--- src/hw/rtl/i2p_pkg.sv ---
package i2p_pkg;

  localparam int STACK_DEPTH = 32;
  localparam int CNT_W       = $clog2(STACK_DEPTH + 1);
  localparam int IDX_W       = $clog2(STACK_DEPTH);
  // power of two, at least 2
  localparam int QUEUE_DEPTH = 2;
  localparam int QPTR_W      = $clog2(QUEUE_DEPTH);
  localparam int QCNT_W      = $clog2(QUEUE_DEPTH + 1);

  localparam logic [7:0] CH_POW   = 8'h5E;  // '^'
  localparam logic [7:0] CH_MUL   = 8'h2A;  // '*'
  localparam logic [7:0] CH_DIV   = 8'h2F;  // '/'
  localparam logic [7:0] CH_ADD   = 8'h2B;  // '+'
  localparam logic [7:0] CH_SUB   = 8'h2D;  // '-'
  localparam logic [7:0] CH_OPEN  = 8'h28;  // '('
  localparam logic [7:0] CH_CLOSE = 8'h29;  // ')'
  localparam logic [7:0] CH_UP_A  = 8'h41;
  localparam logic [7:0] CH_UP_Z  = 8'h5A;
  localparam logic [7:0] CH_LO_A  = 8'h61;
  localparam logic [7:0] CH_LO_Z  = 8'h7A;
  localparam logic [7:0] CH_DIG_0 = 8'h30;
  localparam logic [7:0] CH_DIG_9 = 8'h39;
  localparam logic [7:0] CH_TERM  = 8'h00;

  typedef enum logic [2:0] {
    SYM_OPEN = 3'd0,
    SYM_POW  = 3'd1,
    SYM_MUL  = 3'd2,
    SYM_DIV  = 3'd3,
    SYM_ADD  = 3'd4,
    SYM_SUB  = 3'd5
  } sym_t;

  typedef enum logic [2:0] {
    KIND_NONE  = 3'd0,
    KIND_CHAR  = 3'd1,
    KIND_OPEN  = 3'd2,
    KIND_CLOSE = 3'd3,
    KIND_OP    = 3'd4
  } kind_t;

  typedef struct packed {
    kind_t      kind;
    sym_t       op;
    logic [7:0] ch;
    logic       last;
  } cmd_t;

  typedef struct packed {
    logic [CNT_W-1:0] count;
    logic             busy;
  } stat_t;

  function automatic logic [7:0] sym_char(input sym_t s);
    logic [7:0] c;
    case (s)
      SYM_OPEN: c = CH_OPEN;
      SYM_POW:  c = CH_POW;
      SYM_MUL:  c = CH_MUL;
      SYM_DIV:  c = CH_DIV;
      SYM_ADD:  c = CH_ADD;
      SYM_SUB:  c = CH_SUB;
      default:  c = CH_TERM;
    endcase
    return c;
  endfunction

  function automatic logic [1:0] sym_prec(input sym_t s);
    logic [1:0] p;
    case (s)
      SYM_POW:          p = 2'd3;
      SYM_MUL, SYM_DIV: p = 2'd2;
      SYM_ADD, SYM_SUB: p = 2'd1;
      default:          p = 2'd0;
    endcase
    return p;
  endfunction

endpackage

--- src/hw/rtl/i2p_front.sv ---
module i2p_front
  import i2p_pkg::*;
(
  input  logic       s_axis_tvalid,
  output logic       s_axis_tready,
  input  logic [7:0] s_axis_tdata,   // in_char
  input  logic       s_axis_tlast,   // end_of_input
  input  logic       q_full,
  output logic       wr_valid,
  output cmd_t       wr_cmd
);

  logic [7:0] c;
  logic       alnum;

  assign c     = s_axis_tdata;
  assign alnum = (c >= CH_UP_A && c <= CH_UP_Z) || (c >= CH_LO_A && c <= CH_LO_Z) ||
                 (c >= CH_DIG_0 && c <= CH_DIG_9);

  assign s_axis_tready = !q_full;
  assign wr_valid      = s_axis_tvalid && !q_full;

  always_comb begin
    wr_cmd.ch   = c;
    wr_cmd.last = s_axis_tlast;
    wr_cmd.op   = SYM_OPEN;
    wr_cmd.kind = KIND_NONE;
    if (alnum) begin
      wr_cmd.kind = KIND_CHAR;
    end else begin
      case (c)
        CH_OPEN:  wr_cmd.kind = KIND_OPEN;
        CH_CLOSE: wr_cmd.kind = KIND_CLOSE;
        CH_POW: begin
          wr_cmd.kind = KIND_OP;
          wr_cmd.op   = SYM_POW;
        end
        CH_MUL: begin
          wr_cmd.kind = KIND_OP;
          wr_cmd.op   = SYM_MUL;
        end
        CH_DIV: begin
          wr_cmd.kind = KIND_OP;
          wr_cmd.op   = SYM_DIV;
        end
        CH_ADD: begin
          wr_cmd.kind = KIND_OP;
          wr_cmd.op   = SYM_ADD;
        end
        CH_SUB: begin
          wr_cmd.kind = KIND_OP;
          wr_cmd.op   = SYM_SUB;
        end
        default: wr_cmd.kind = KIND_NONE;
      endcase
    end
  end

endmodule

--- src/hw/rtl/i2p_cmd_fifo.sv ---
module i2p_cmd_fifo
  import i2p_pkg::*;
(
  input  logic clk,
  input  logic rst,
  input  logic wr_valid,
  input  cmd_t wr_cmd,
  output logic full,
  output logic rd_valid,
  input  logic rd_ready,
  output cmd_t rd_cmd
);

  cmd_t              entries [QUEUE_DEPTH];
  logic [QPTR_W-1:0] wr_ptr;
  logic [QPTR_W-1:0] rd_ptr;
  logic [QCNT_W-1:0] fill;
  logic              wr_en;
  logic              rd_en;

  assign full     = fill == QCNT_W'(QUEUE_DEPTH);
  assign rd_valid = fill != '0;
  assign rd_cmd   = entries[rd_ptr];
  assign wr_en    = wr_valid && !full;
  assign rd_en    = rd_ready && rd_valid;

  always_ff @(posedge clk) begin
    if (wr_en) begin
      entries[wr_ptr] <= wr_cmd;
    end
  end

  always_ff @(posedge clk) begin
    if (rst) begin
      wr_ptr <= '0;
      rd_ptr <= '0;
      fill   <= '0;
    end else begin
      if (wr_en) begin
        wr_ptr <= wr_ptr + QPTR_W'(1);
      end
      if (rd_en) begin
        rd_ptr <= rd_ptr + QPTR_W'(1);
      end
      if (wr_en && !rd_en) begin
        fill <= fill + QCNT_W'(1);
      end else if (rd_en && !wr_en) begin
        fill <= fill - QCNT_W'(1);
      end
    end
  end

endmodule

--- src/hw/rtl/i2p_back.sv ---
module i2p_back
  import i2p_pkg::*;
(
  input  logic       clk,
  input  logic       rst,
  input  logic       cmd_valid,
  output logic       cmd_ready,
  input  cmd_t       cmd,
  output logic       m_axis_tvalid,
  input  logic       m_axis_tready,
  output logic [7:0] m_axis_tdata,   // out_char
  output logic       m_axis_tlast,   // run_last
  output logic [1:0] m_axis_tuser,   // [0] expression_done, [1] stack_overflow
  output stat_t      stat
);

  typedef enum logic [2:0] {
    S_IDLE,
    S_CLOSE,
    S_OP,
    S_FLUSH
  } state_t;

  state_t           state;
  state_t           state_next;
  sym_t             stack_mem [STACK_DEPTH];
  sym_t             top;
  sym_t             below;
  sym_t             cur_op;
  logic             cur_last;
  logic [CNT_W-1:0] count;
  logic [CNT_W-1:0] cnt_m1;
  logic [CNT_W-1:0] cnt_m2;
  logic             ovf;
  logic             can_go;
  logic             nonempty;
  logic             full;

  logic             do_emit;
  logic [7:0]       emit_char;
  logic             emit_last;
  logic             emit_done;
  logic             do_pop;
  logic             do_push;
  sym_t             push_sym;
  logic             take_cmd;

  assign cnt_m1   = count - CNT_W'(1);
  assign cnt_m2   = count - CNT_W'(2);
  assign below    = stack_mem[cnt_m2[IDX_W-1:0]];
  assign can_go   = !m_axis_tvalid || m_axis_tready;
  assign nonempty = count != '0;
  assign full     = count == CNT_W'(STACK_DEPTH);

  assign cmd_ready = take_cmd;
  assign stat.count = count;
  assign stat.busy  = state != S_IDLE;

  always_comb begin
    state_next = state;
    do_emit    = 1'b0;
    emit_char  = top == SYM_OPEN ? CH_OPEN : sym_char(top);
    emit_last  = 1'b0;
    emit_done  = 1'b0;
    do_pop     = 1'b0;
    do_push    = 1'b0;
    push_sym   = cmd.op;
    take_cmd   = 1'b0;
    if (can_go) begin
      case (state)
        S_IDLE: begin
          if (cmd_valid) begin
            take_cmd = 1'b1;
            case (cmd.kind)
              KIND_CHAR: begin
                do_emit   = 1'b1;
                emit_char = cmd.ch;
                emit_last = !cmd.last;
                if (cmd.last) begin
                  state_next = S_FLUSH;
                end
              end
              KIND_OPEN: begin
                do_push  = 1'b1;
                push_sym = SYM_OPEN;
                if (cmd.last) begin
                  state_next = S_FLUSH;
                end
              end
              KIND_CLOSE: state_next = S_CLOSE;
              KIND_OP:    state_next = S_OP;
              default: begin
                if (cmd.last) begin
                  state_next = S_FLUSH;
                end
              end
            endcase
          end
        end
        S_CLOSE: begin
          if (nonempty && top != SYM_OPEN) begin
            do_pop    = 1'b1;
            do_emit   = 1'b1;
            emit_last = !cur_last && (count == CNT_W'(1) || below == SYM_OPEN);
          end else begin
            // discard the matching '(' if there is one
            do_pop     = nonempty;
            state_next = cur_last ? S_FLUSH : S_IDLE;
          end
        end
        S_OP: begin
          if (nonempty && top != SYM_OPEN && sym_prec(top) >= sym_prec(cur_op)) begin
            do_pop    = 1'b1;
            do_emit   = 1'b1;
            emit_last = !cur_last && (count == CNT_W'(1) || below == SYM_OPEN ||
                                      sym_prec(below) < sym_prec(cur_op));
          end else begin
            do_push    = 1'b1;
            push_sym   = cur_op;
            state_next = cur_last ? S_FLUSH : S_IDLE;
          end
        end
        S_FLUSH: begin
          do_emit = 1'b1;
          if (nonempty) begin
            do_pop = 1'b1;
          end else begin
            emit_char  = CH_TERM;
            emit_last  = 1'b1;
            emit_done  = 1'b1;
            state_next = S_IDLE;
          end
        end
        default: state_next = S_IDLE;
      endcase
    end
  end

  always_ff @(posedge clk) begin
    if (do_push && !full && nonempty) begin
      stack_mem[cnt_m1[IDX_W-1:0]] <= top;
    end
  end

  always_ff @(posedge clk) begin
    if (rst) begin
      state         <= S_IDLE;
      count         <= '0;
      ovf           <= 1'b0;
      m_axis_tvalid <= 1'b0;
    end else begin
      state <= state_next;
      if (do_emit) begin
        m_axis_tvalid <= 1'b1;
      end else if (m_axis_tready) begin
        m_axis_tvalid <= 1'b0;
      end
      if (do_pop) begin
        count <= cnt_m1;
      end else if (do_push && !full) begin
        count <= count + CNT_W'(1);
      end
      if (do_push && full) begin
        ovf <= 1'b1;
      end else if (emit_done) begin
        ovf <= 1'b0;
      end
    end
    // payload
    if (take_cmd) begin
      cur_op   <= cmd.op;
      cur_last <= cmd.last;
    end
    if (do_pop) begin
      top <= below;
    end else if (do_push && !full) begin
      top <= push_sym;
    end
    if (do_emit) begin
      m_axis_tdata    <= emit_char;
      m_axis_tlast    <= emit_last;
      m_axis_tuser[0] <= emit_done;
      m_axis_tuser[1] <= ovf;
    end
  end

endmodule

--- src/hw/rtl/infix_to_postfix_converter_unit.sv ---
// Infix to postfix converter (shunting-yard).
// Input stream: one infix character per word on s_axis_tdata, s_axis_tlast set on the
// final character of an expression. Output stream: one postfix character per word on
// m_axis_tdata; m_axis_tlast marks the last word caused by an input word,
// m_axis_tuser[0] marks the zero terminator that ends the expression and
// m_axis_tuser[1] is the sticky stack-overflow flag (a push onto a full stack of
// STACK_DEPTH entries was dropped), cleared after the terminator.
// A front end classifies each accepted word into a two-entry command queue; the back
// end owns the operator stack and the output register.
// An operand passes through the command queue and the output register on its way to m_axis.
// Letters, digits, '(' and ignored characters are handled in the idle state alone; ')' and
// operators move to a close or operator state that pops stacked operators one at a time,
// then discards the '(' or pushes the operator; a final word then flushes every stacked
// entry and emits the terminator. Every operator is popped once. The back end's stack
// port does one pop or push per cycle while m_axis_tready does not stall it.
// Reset clears the stack, the queue, the overflow flag and the output valid flag.
// When the receiver holds m_axis_tready low, the back end stops, the queue fills and
// s_axis_tready drops; no word is lost.
module infix_to_postfix_converter_unit
  import i2p_pkg::*;
(
  input  logic       clk,
  input  logic       rst,
  input  logic       s_axis_tvalid,
  output logic       s_axis_tready,
  input  logic [7:0] s_axis_tdata,   // in_char
  input  logic       s_axis_tlast,   // end_of_input
  output logic       m_axis_tvalid,
  input  logic       m_axis_tready,
  output logic [7:0] m_axis_tdata,   // out_char
  output logic       m_axis_tlast,   // run_last
  output logic [1:0] m_axis_tuser    // [0] expression_done, [1] stack_overflow
);

  logic  wr_valid;
  cmd_t  wr_cmd;
  logic  q_full;
  logic  q_valid;
  logic  q_ready;
  cmd_t  q_cmd;
  stat_t stat;

  i2p_front u_front (
    .s_axis_tvalid (s_axis_tvalid),
    .s_axis_tready (s_axis_tready),
    .s_axis_tdata  (s_axis_tdata),
    .s_axis_tlast  (s_axis_tlast),
    .q_full        (q_full),
    .wr_valid      (wr_valid),
    .wr_cmd        (wr_cmd)
  );

  i2p_cmd_fifo u_fifo (
    .clk      (clk),
    .rst      (rst),
    .wr_valid (wr_valid),
    .wr_cmd   (wr_cmd),
    .full     (q_full),
    .rd_valid (q_valid),
    .rd_ready (q_ready),
    .rd_cmd   (q_cmd)
  );

  i2p_back u_back (
    .clk           (clk),
    .rst           (rst),
    .cmd_valid     (q_valid),
    .cmd_ready     (q_ready),
    .cmd           (q_cmd),
    .m_axis_tvalid (m_axis_tvalid),
    .m_axis_tready (m_axis_tready),
    .m_axis_tdata  (m_axis_tdata),
    .m_axis_tlast  (m_axis_tlast),
    .m_axis_tuser  (m_axis_tuser),
    .stat          (stat)
  );

  a_done_is_term: assert property (@(posedge clk) disable iff (rst)
    m_axis_tvalid && m_axis_tuser[0] |-> m_axis_tlast && m_axis_tdata == CH_TERM)
    else $error("terminator word malformed");

  a_stack_bound: assert property (@(posedge clk) disable iff (rst)
    stat.count <= CNT_W'(STACK_DEPTH))
    else $error("stack count beyond depth");

  a_ovf_sticky: assert property (@(posedge clk) disable iff (rst)
    m_axis_tvalid && m_axis_tready && m_axis_tuser[1] && !m_axis_tuser[0]
    |=> !m_axis_tvalid || m_axis_tuser[1])
    else $error("overflow flag dropped before terminator");

  a_idle_no_output: assert property (@(posedge clk) disable iff (rst)
    !stat.busy && !q_valid && !m_axis_tvalid |=> !m_axis_tvalid)
    else $error("output word without work");

endmodule

--- config.mk ---
export PLATFORM = sky130hd
export DESIGN_NAME = infix_to_postfix_converter_unit
export DESIGN_NICKNAME = d
export VERILOG_FILES = /design/src/hw/rtl/i2p_pkg.sv /design/src/hw/rtl/i2p_front.sv /design/src/hw/rtl/i2p_cmd_fifo.sv /design/src/hw/rtl/i2p_back.sv /design/src/hw/rtl/infix_to_postfix_converter_unit.sv
export SDC_FILE = /design/constraint.sdc
export NUM_CORES = 1
export LEC_CHECK = 0
export BUFFER_PORTS_ARGS = -buffer_cell sky130_fd_sc_hd__buf_2
export CELL_PAD_IN_SITES_DETAIL_PLACEMENT = 1
export CELL_PAD_IN_SITES_GLOBAL_PLACEMENT = 1
export CORE_MARGIN = 2
export CORE_UTILIZATION = 35
export DETAILED_ROUTE_END_ITERATION = 7
export PLACE_DENSITY_LB_ADDON = 0.25
export REMOVE_ABC_BUFFERS = 1
export SLEW_MARGIN = 0
export SYNTH_ARGS = -nofsm -noshare
export SYNTH_HDL_FRONTEND = slang
export SYNTH_SLANG_ARGS = --single-unit
--- constraint.sdc ---
create_clock -name clk -period 4.7 [get_ports clk]
set_input_delay 0.235 -clock clk [delete_from_list [all_inputs] [get_ports clk]]
set_output_delay 0.235 -clock clk [all_outputs]
set_load 0.005 [all_outputs]
==> results of run 1 <==
cell type report:
class | instances | area (um2) | share of cell area
Timing Repair Buffer | 36 | 210 | 0.0248
Sequential cell | 159 | 4630 | 0.545
Inverter | 14 | 52.6 | 0.00620
Clock inverter | 13 | 114 | 0.0134
Clock buffer | 19 | 433 | 0.0510
Tap cell | 275 | 344 | 0.0406
Multi-Input combinational cell | 372 | 2700 | 0.319
through the flow:
| stage | area, um2 | worst slack [ns] |
|---|---|---|
| CTS | 8480 | 0.915 |
| global placement | 7930 | 1.17 |
| global route | 8480 | 0.688 |
| floorplan | 7380 | 0.257 |
| detailed placement | 7930 | 0.931 |
| finish | 8480 | 0.937 |
cells by family after synthesis:
family | Yosys count | share of synthesized area
flops | 159 | 0.619
compound gates | 100 | 0.0916
simple gates | 180 | 0.113
fa+ha+maj | 22 | 0.0368
buf+inv | 36 | 0.0199
xor+xnor | 11 | 0.0129
mux | 59 | 0.107
state kept, by name, indices dropped and copies added (netlist names), named ones only:
name	cells
u_fifo.wr_ptr	1
u_back.stack_mem	96
u_fifo.rd_ptr	1
u_back.cur_op	3
u_back.state	2
u_back.m_axis_tdata	8
u_back.cur_last	1
u_fifo.entries	30
u_back.m_axis_tvalid	1
u_back.ovf	1
u_back.count	6
u_fifo.fill	2
u_back.top	3
u_back.m_axis_tuser	2
u_back.m_axis_tlast	1
worst max-delay path, stage by stage, from the launching register on:
cell	delay [ns]
edfxtp_1	0.57
inv_1	0.13
ha_1	0.42
nand2b_1	0.16
nand2_1	0.09
ha_1	0.31
a21o_1	0.24
a21o_1	0.28
a22oi_1	0.40
nand2_1	0.40
nor2_1	0.42
where the power goes:
group	switching [mW]	leakage, nW	internal [mW]
Combinational	1.24	1.10	0.754
Clock	0.584	0.261	0.729
Sequential	0.140	1.44	1.86
cells in the mapped netlist, drive strengths merged, types with 3 or more instances:
cell type	instances
a211oi	3
a21boi	4
a21o	3
a21oi	24
a221oi	3
a22oi	6
a31oi	6
and2	7
and3	6
buf	7
clkbuf	15
dfxtp	15
edfxtp	144
ha	22
inv	14
mux2	9
mux2i	34
mux4	16
nand2	47
nand2b	10
nand3	8
nand4	3
nor2	65
nor2b	9
nor3	8
nor3b	3
o21a	3
o21ai	16
o22ai	8
o311ai	3
or3	3
xnor2	7
xor2	4
layout by cell type (no fill, tap or decap), types with 4 or more instances in the layout:
cell type  synthesis  routed
a22oi_1            6       6
nor3_1             8       8
edfxtp_1         144     144
nor2b_1            9       9
clkbuf_16          0      17
mux4_2            16      16
and2_1             7       7
xor2_1             4       4
buf_2              5      25
a21oi_1           24      24
mux2i_1           34      34
xnor2_1            7       7
o21ai_0           16      16
mux2_2             9       9
a21boi_0           4       4
nand2_1           47      47
dfxtp_1           15      14
a31oi_1            6       6
nand2b_1          10      10
ha_1              22      22
nor2_1            65      65
inv_1             14      14
buf_4              0      10
o22ai_1            8       8
and3_1             6       6
nand3_1            8       8
layer usage:
| metal | up-vias | GRT usage |
|---|---|---|
| li1 | 2234 | - |
| met1 | 2408 | 0.218 |
| met2 | 71 | 0.299 |
| met3 | 15 | 0.0379 |
| met4 | 0 | 0.0519 |
| met5 | - | 0 |
what timing repair did:
| item | in CTS | in global routing |
|---|---|---|
| endpoints found under the hold margin | 2 | 0 |
| endpoints found under the setup margin | 0 | 0 |
| hold buffers | 1 | 0 |
worst paths after layout:
| check | endpoint | slack, ns | depth (start not counted) |
|---|---|---|---|
| setup / recovery | u_back.stack_mem[15][0] | 0.94 | 10 |
| hold / removal | u_fifo.entries[1][7] | 0.02 | 1 |
| setup reg to reg | u_back.stack_mem[15][0] | 0.94 | 10 |
| hold reg to reg | u_back.m_axis_tuser[1] | 0.44 | 0 |
==> flow_metrics.tcl, run 1 <==
set metrics [dict create \
    drive_gt1_frac 0.153 \
    area_delta_synth_final_pct 13.5 \
    drtIter0Drc 308 \
    wl_met3_um 558 \
    critical_path_required_ns 4.79 \
    status "complete, no violations" \
    gp_congestion 0.752 \
    finalPower_mw 5.31 \
    p_leak_nw 2.80 \
    port_buffers 25 \
    fin_skew_ns 0.0135 \
    top_layer "met4" \
    cts-resized-gates 0 \
    cts_tree "built" \
    gr-usage-all-layers 0.173 \
    critPathLaunch "u_back.top[1]" \
    dp_hpwl_um 12600 \
    cts_made_buffers 17 \
    syn_area_per_cell_um2 13.2 \
    cts_sinks 159 \
    n_antenna_cell 0 \
    yosysWarnings 0 \
    drc 0 \
    drtAntennaViolNets 0 \
    rsz0062_at_grt "no" \
    rows 53 \
    grt_pass1_wl_um 28900 \
    routed_wl_um 18100 \
    ys_seq_elements 159 \
    gr-total-overflow 0 \
    via_per_inst 5.32 \
    slew_violations 0 \
    holdWs_ns 0.0230 \
    die_area_um2 22500 \
    min_path_type "primary input to flop" \
    ios 26 \
    timing.setup.tns_ns 0 \
    min-delay-start "s_axis_tdata[6]" \
    start_util 0.356 \
    cts_max_level 4 \
    relSlewSlack 0.445 \
    async_reset_ff_frac 0 \
    met2WireLength_um 9490 \
    yosysTopAreaCell "edfxtp_1" \
    cp-start-kind "flop" \
    fp.coreArea_um2 21000 \
    post_cts_buffers 0 \
    wire_per_inst_um 20.4 \
    final_hold_viol_count 0 \
    grt_pass1_vias 4954 \
    crit_arrival_ns 3.85 \
    timing.max_cap.violations 0 \
    synth_edf_count 144 \
    ys_dominant_reg_cell "edfxtp_1" \
    dp.cells 855 \
    peakVddDrop_mv 0.317 \
    power_density_nw_per_um2 626 \
    fin_crit_sh 0.801 \
    fin_util 0.403 \
    filler_cell_count 2171 \
    vias 4728 \
    nets 635 \
    yosysTopAreaCellShare 0.578 \
    finalSetupViolations 0 \
    die_width_um 150 \
    synth_cell_type_count 60 \
    worstReg2RegStart "u_back.top[1]" \
    fp.dieH_um 150 \
    criticalPathCategory "flop to flop" \
    synth_area_um2 7480 \
    firstDrtPassIters 5 \
    tightest_slew_ns 0.831 \
    clock_path_buffers 2 \
    min_period_ns 3.76 \
    final_cells 888 \
    yosys-top-cells-area "edfxtp_1 58%, mux4_2 4.8%, mux2i_1 4.6%" \
    fmax_ghz 0.266 \
    cp_max_fo 10 \
    end_kind "flop" \
    grt_max_degree 38 \
    clkSlewWorstSetupHoldPaths_ns 0.07 \
    met1_length_um 7880 \
    root_buffer "clkbuf_16" \
    netlist_instances 567 \
    seq_area_frac_synth 0.619 \
    antenna_found_initial 0 \
    clk_latency_ns 0.43 \
]
Power figures use the tool's default switching activity.
==> run 2, diff against run 1 <==
- clock period: 4.7 -> 3.5 ns (I/O delays scaled with it)
==> run 2 against run 1 <==
  * Critical path depth shrank 1
  * Clock power increased by 41%
  * Wire length is 1.8% higher
==> flow_metrics.tcl, run 2 (synthesis gave the netlist of run 1 again) <==
set metrics [dict create \
    cts_max_level 4 \
    cp_max_fo 10 \
    die_width_um 150 \
    vias 4811 \
    start_util 0.356 \
    gr-total-overflow 0 \
    relSlewSlack 0.514 \
    fin_crit_sh 0.996 \
    firstDrtPassIters 4 \
    p_clk_frac 0.252 \
    fp.dieH_um 150 \
    timing.max_cap.violations 0 \
    clock_path_buffers 2 \
    rows 53 \
    drive_gt1_frac 0.180 \
    grt_pass1_vias 5233 \
    clkSlewWorstSetupHoldPaths_ns 0.07 \
    fin_util 0.413 \
    dp_hpwl_um 12800 \
    gr-usage-all-layers 0.176 \
    largest_reg_flops 96 \
    routed_wl_um 18500 \
    cts_made_buffers 17 \
    min_period_ns 3.49 \
    grt_max_degree 34 \
    finalSetupViolations 0 \
    worstReg2RegStart "u_back.top[2]" \
    cp-start-kind "flop" \
    tightest_slew_ns 0.730 \
    drc 0 \
    n_antenna_cell 0 \
    layout_commonest_cell "edfxtp_1" \
    ios 26 \
    endpoint "u_back.stack_mem[10][0]" \
    min_path_type "primary input to flop" \
    post_cts_buffers 0 \
    cts_sinks 159 \
    seqPwrFrac 0.358 \
    reg2regPathDepth 9 \
    pre_cts_ws_ns 0.0382 \
    seq_area_um2 4630 \
    peakVddDrop_mv 0.411 \
    crit_arrival_ns 3.59 \
    fp.coreArea_um2 21000 \
    end_kind "flop" \
    via_per_inst 5.33 \
    drtAntennaViolNets 0 \
    area_delta_synth_final_pct 16.0 \
    reg2reg_to "u_back.stack_mem[10][0]" \
    final_cell_mix "144 x edfxtp_1, 65 x nor2_1, 47 x nand2_1" \
    power_density_nw_per_um2 849 \
    p_sw_frac 0.380 \
    clk_latency_ns 0.44 \
    nets 649 \
    p_leak_nw 2.90 \
    die_area_um2 22500 \
    status "complete, no violations" \
    multi_input_area_um2 2720 \
    rsz0062_at_grt "yes" \
    port_buffers 25 \
    fmax_ghz 0.287 \
    antenna_found_initial 0 \
    drtIter0Drc 255 \
    setup_slack_ns 0.0138 \
    root_buffer "clkbuf_16" \
    critical_path_required_ns 3.61 \
    gp_congestion 0.804 \
    grt_pass1_wl_um 29300 \
    wire_per_inst_um 20.5 \
    slew_violations 0 \
    criticalPathCategory "flop to flop" \
    cts_tree "built" \
    p_int_mw 4.57 \
    critPathLaunch "u_back.top[2]" \
    reg2reg_slack_ns 0.01 \
    final_hold_viol_count 0 \
    p_comb_frac 0.390 \
    fin_skew_ns 0.0114 \
    filler_cell_count 2185 \
    netSwitchingPower_mw 2.79 \
]
-- run 2: changes by cell type in the layout (fill, tap and decap cells not counted), moves of 2 or more --
cell	change
buf_4	+10
clkbuf_1	-2
clkinv_1	-2
clkinv_8	+4
dlygate4sd3_1	+3
inv_8	+3
-- run 2: how the worst min path moves through the flow --
stage | start | endpoint | slack [ns] | depth (start not counted)
after floorplan | rst | u_back.ovf | 0.24 | 1
after global placement | s_axis_tlast | u_fifo.entries[0][0] | 0.37 | 1
after detailed placement | s_axis_tlast | u_fifo.entries[0][0] | 0.37 | 1
after CTS | s_axis_tdata[3] | u_fifo.entries[0][4] | 0.01 | 1
after global routing | s_axis_tdata[3] | u_fifo.entries[0][4] | 0.02 | 1
final | s_axis_tdata[4] | u_fifo.entries[0][5] | 0.03 | 1
-- run 2: per-layer routing --
layer	vias up	wire length, um	track usage
met5	-	0	0
met4	0	293	0.0500
met3	22	576	0.0379
met2	76	9810	0.320
met1	2450	7770	0.208
li1	2263	-	-
-- run 2: through the flow --
step	instance area (um2)	setup TNS, ns	total power, mW	hold WS [ns]	std cells
after detailed placement	8020	0	5.54	0.369	866
after global routing	8670	-8.99	7.80	0.0181	902
after global placement	8020	0	5.46	0.366	866
final	8670	0	7.36	0.0321	902
after CTS	8660	-0.0877	7.42	0.00983	902
after floorplan	7380	-2.51	4.50	0.244	545
-- run 2: power groups by stage --
stage                     clock network, mW  logic, mW  registers (mW)
final                                  1.85       2.87            2.64
after global routing                   1.96       3.18            2.66
after CTS                              1.89       2.89            2.64
after detailed placement                  0       2.86            2.68
after global placement                    0       2.79            2.66
after floorplan                           0       1.66            2.83
-- run 2: critical path, stage by stage, from the launching register on --
cell	delay [ns]
edfxtp_1	0.54
ha_1	0.45
nand2b_1	0.16
nand2_1	0.07
ha_1	0.30
a21o_1	0.23
a21o_1	0.25
a22oi_1	0.34
nand2_1	0.44
nor2_1	0.38
-- run 2: repair_timing --
action                                  in CTS  in global routing
endpoints found under the setup margin       9                 91
hold buffers                                 4                  0
resized for setup                            0                  4
endpoints found under the hold margin        8                  0
-- run 2: area by class of cell --
cell class	count	area share
Timing Repair Buffer	50	0.0387
Tap cell	275	0.0397
Multi-Input combinational cell	372	0.313
Clock inverter	15	0.0196
Inverter	14	0.00606
Sequential cell	159	0.534
Clock buffer	17	0.0491
==> run 3, diff against run 2 <==
- ABC_AREA: not set -> 1
- SYNTH_HIERARCHICAL: not set -> 1
==> run 3 against run 2 <==
  * Combinational power is 37% higher
  * Critical path type unchanged
  * Critical endpoint is now u_back/stack_mem[27][1]
  * Synthesized area is 5.5% higher
  * Global-route usage is 1.2 points lower
  * Sequential share of layout area is 2.0 points lower
  * Highest routed layer unchanged
==> flow_metrics.tcl, run 3 <==
set metrics [dict create \
    status "complete, no violations" \
    slew_violations 0 \
    finalSetupViolations 0 \
    min_period_ns 3.10 \
    relSlewSlack 0.561 \
    die_area_um2 23700 \
    async_reset_ff_frac 0 \
    fin_skew_ns 0.00986 \
    filler_cell_count 2464 \
    synthTopCellsByCount "171 x nand2_1, 144 x edfxtp_1, 105 x nor2_1, 95 x inv_1, 74 x nand3_1" \
    cp-start-kind "flop" \
    end_kind "flop" \
    drc 0 \
    synth_cell_type_count 42 \
    drtIter0Drc 219 \
    ys_seq_elements 159 \
    cp_common_cell "ha_1" \
    yosys-top-cells-area "edfxtp_1 55%, nand2_1 8.1%, nor2_1 5.0%" \
    min_path_type "primary input to flop" \
    power_density_nw_per_um2 980 \
    n_antenna_cell 0 \
    start_util 0.359 \
    syn_area_per_cell_um2 9.93 \
    area_delta_synth_final_pct 14.3 \
    cp_max_fo 9 \
    gr-total-overflow 0 \
    fp.coreArea_um2 22000 \
    layout_commonest_cell "nand2_1" \
    gr-usage-all-layers 0.163 \
    slowest_delay_ns 0.53 \
    clkSlewWorstSetupHoldPaths_ns 0.06 \
    yosysTopAreaCellShare 0.548 \
    ios 26 \
    ctsHoldBuffers 7 \
    gp_congestion 0.772 \
    cts_max_level 4 \
    cts_tree "built" \
    crit_arrival_ns 3.17 \
    grt_max_degree 50 \
    path_cells "inv_1, ha_1, or2_2, ha_1, o21ai_0, a21oi_2, nand3b_4, nand2_4, o21ai_4, nor2_8, inv_2, nor3_1" \
    yosysWarnings 6 \
    cts-resized-gates 0 \
    holdWs_ns 0.0267 \
    vias 5389 \
    rows 54 \
    finalPower_mw 8.83 \
    via_per_inst 4.81 \
    yosysTopAreaCell "edfxtp_1" \
    rsz0062_at_grt "no" \
    cp_num_buf_inv 2 \
    wire_per_inst_um 16.6 \
    dp_hpwl_um 12700 \
    synth_area_um2 7890 \
    drive_gt1_frac 0.132 \
    clock_path_buffers 2 \
    grt_pass1_wl_um 29900 \
    port_buffers 25 \
    fmax_ghz 0.322 \
    antenna_found_initial 0 \
    critical_path_required_ns 3.57 \
    post_cts_buffers 0 \
    tightest_slew_ns 0.656 \
    final_cell_mix "171 x nand2_1, 144 x edfxtp_1, 105 x nor2_1" \
    synth_edf_count 144 \
    cp_slowest_cell "edfxtp_1" \
    clk_latency_ns 0.42 \
    p_leak_nw 3.75 \
    root_buffer "clkbuf_16" \
    routed_wl_um 18600 \
    largest_reg_flops 96 \
    firstDrtPassIters 4 \
    seq_area_frac_synth 0.586 \
    criticalPathCategory "flop to flop" \
    final_hold_viol_count 0 \
    fin_crit_sh 0.886 \
    dp.cells 1082 \
    die_width_um 154 \
    nets 862 \
    cp_top_family "simple AND/OR/NAND/NOR gates" \
    peakVddDrop_mv 0.388 \
    timing.setup.tns_ns 0 \
    grt_pass1_vias 5594 \
    timing.max_cap.violations 0 \
    cts_sinks 159 \
    final_cells 1121 \
    netlist_instances 794 \
    drtAntennaViolNets 0 \
    cts_made_buffers 17 \
    fp.dieH_um 154 \
    synth_most_common_cell "nand2_1" \
    ys_dominant_reg_cell "edfxtp_1" \
]
## run 3: changes by cell type after synthesis, moves of 10 or more
cell      previous run  this run
mux4_2              16         0
clkbuf_1            15         4
nand3_1              8        74
o21ai_0             16        40
nor2_1              65       105
inv_1               14        95
buf_4                0        12
mux2_4               0        10
nand2b_1            10         0
nand2_1             47       171
mux2i_1             34         0
## run 3: path summary, 6_finish.rpt
check | slack (ns) | depth (start not counted) | end | start
worst max-delay path | 0.40 | 12 | u_back/stack_mem[27][1] | u_back/top[2]
worst max register to register | 0.40 | 12 | u_back/stack_mem[27][1] | u_back/top[2]
worst min register to register | 0.48 | 0 | u_back/m_axis_tuser[1] | u_back/ovf
worst min-delay path | 0.03 | 1 | u_fifo/entries[1][1] | s_axis_tdata[0]
## run 3: stage by stage
step / instance area (um2) / setup WS, ns / utilization
floorplan: 7660 / 0.0194 / -
global placement: 8250 / 0.507 / 0.376
detailed placement: 8250 / 0.455 / 0.376
CTS: 9010 / 0.422 / 0.410
global route: 9010 / 0.212 / 0.410
finish: 9010 / 0.398 / 0.410
## run 3: per-layer routing
layer | vias up | global-route usage | routed length [um]
met2 | 48 | 0.291 | 9570
met4 | 0 | 0.0463 | 146
met5 | - | 0 | 0
met1 | 2625 | 0.204 | 8480
li1 | 2707 | - | -
met3 | 9 | 0.0279 | 401
## run 3: cells by family (layout without fill, tap and decap cells)
logic type / count (synthesis) / after routing / synth area share
and+or+nand+nor: 383 / 383 / 0.215
muxes: 15 / 15 / 0.0262
xor gates and xnor gates: 6 / 6 / 0.00666
DFF: 159 / 159 / 0.586
buffers and inverters: 131 / 178 / 0.0757
AOI/OAI and AO/OA: 79 / 79 / 0.0568
adders and majority gates: 21 / 21 / 0.0333
## run 3: power by group
part	total (mW)	internal (mW)	switching, mW
Sequential	2.73	2.58	0.152
Clock	2.17	1.42	0.746
Combinational	3.93	1.16	2.77
Total	8.83	5.16	3.67
## run 3: layout make-up
cell class	instances	area, um2	area share
Inverter	99	372	0.0412
Multi-Input combinational cell	504	2670	0.296
Timing Repair Buffer	47	308	0.0342
Sequential cell	159	4630	0.513
Clock inverter	12	254	0.0282
Tap cell	280	350	0.0389
Clock buffer	20	437	0.0485
## run 3: worst reg2reg max path, stage by stage, from the launching register on
cell      delay [ns]
edfxtp_1        0.53
inv_1           0.18
ha_1            0.22
or2_2           0.31
ha_1            0.29
o21ai_0         0.10
a21oi_2         0.09
nand3b_4        0.19
nand2_4         0.09
o21ai_4         0.10
nor2_8          0.18
inv_2           0.10
nor3_1          0.37
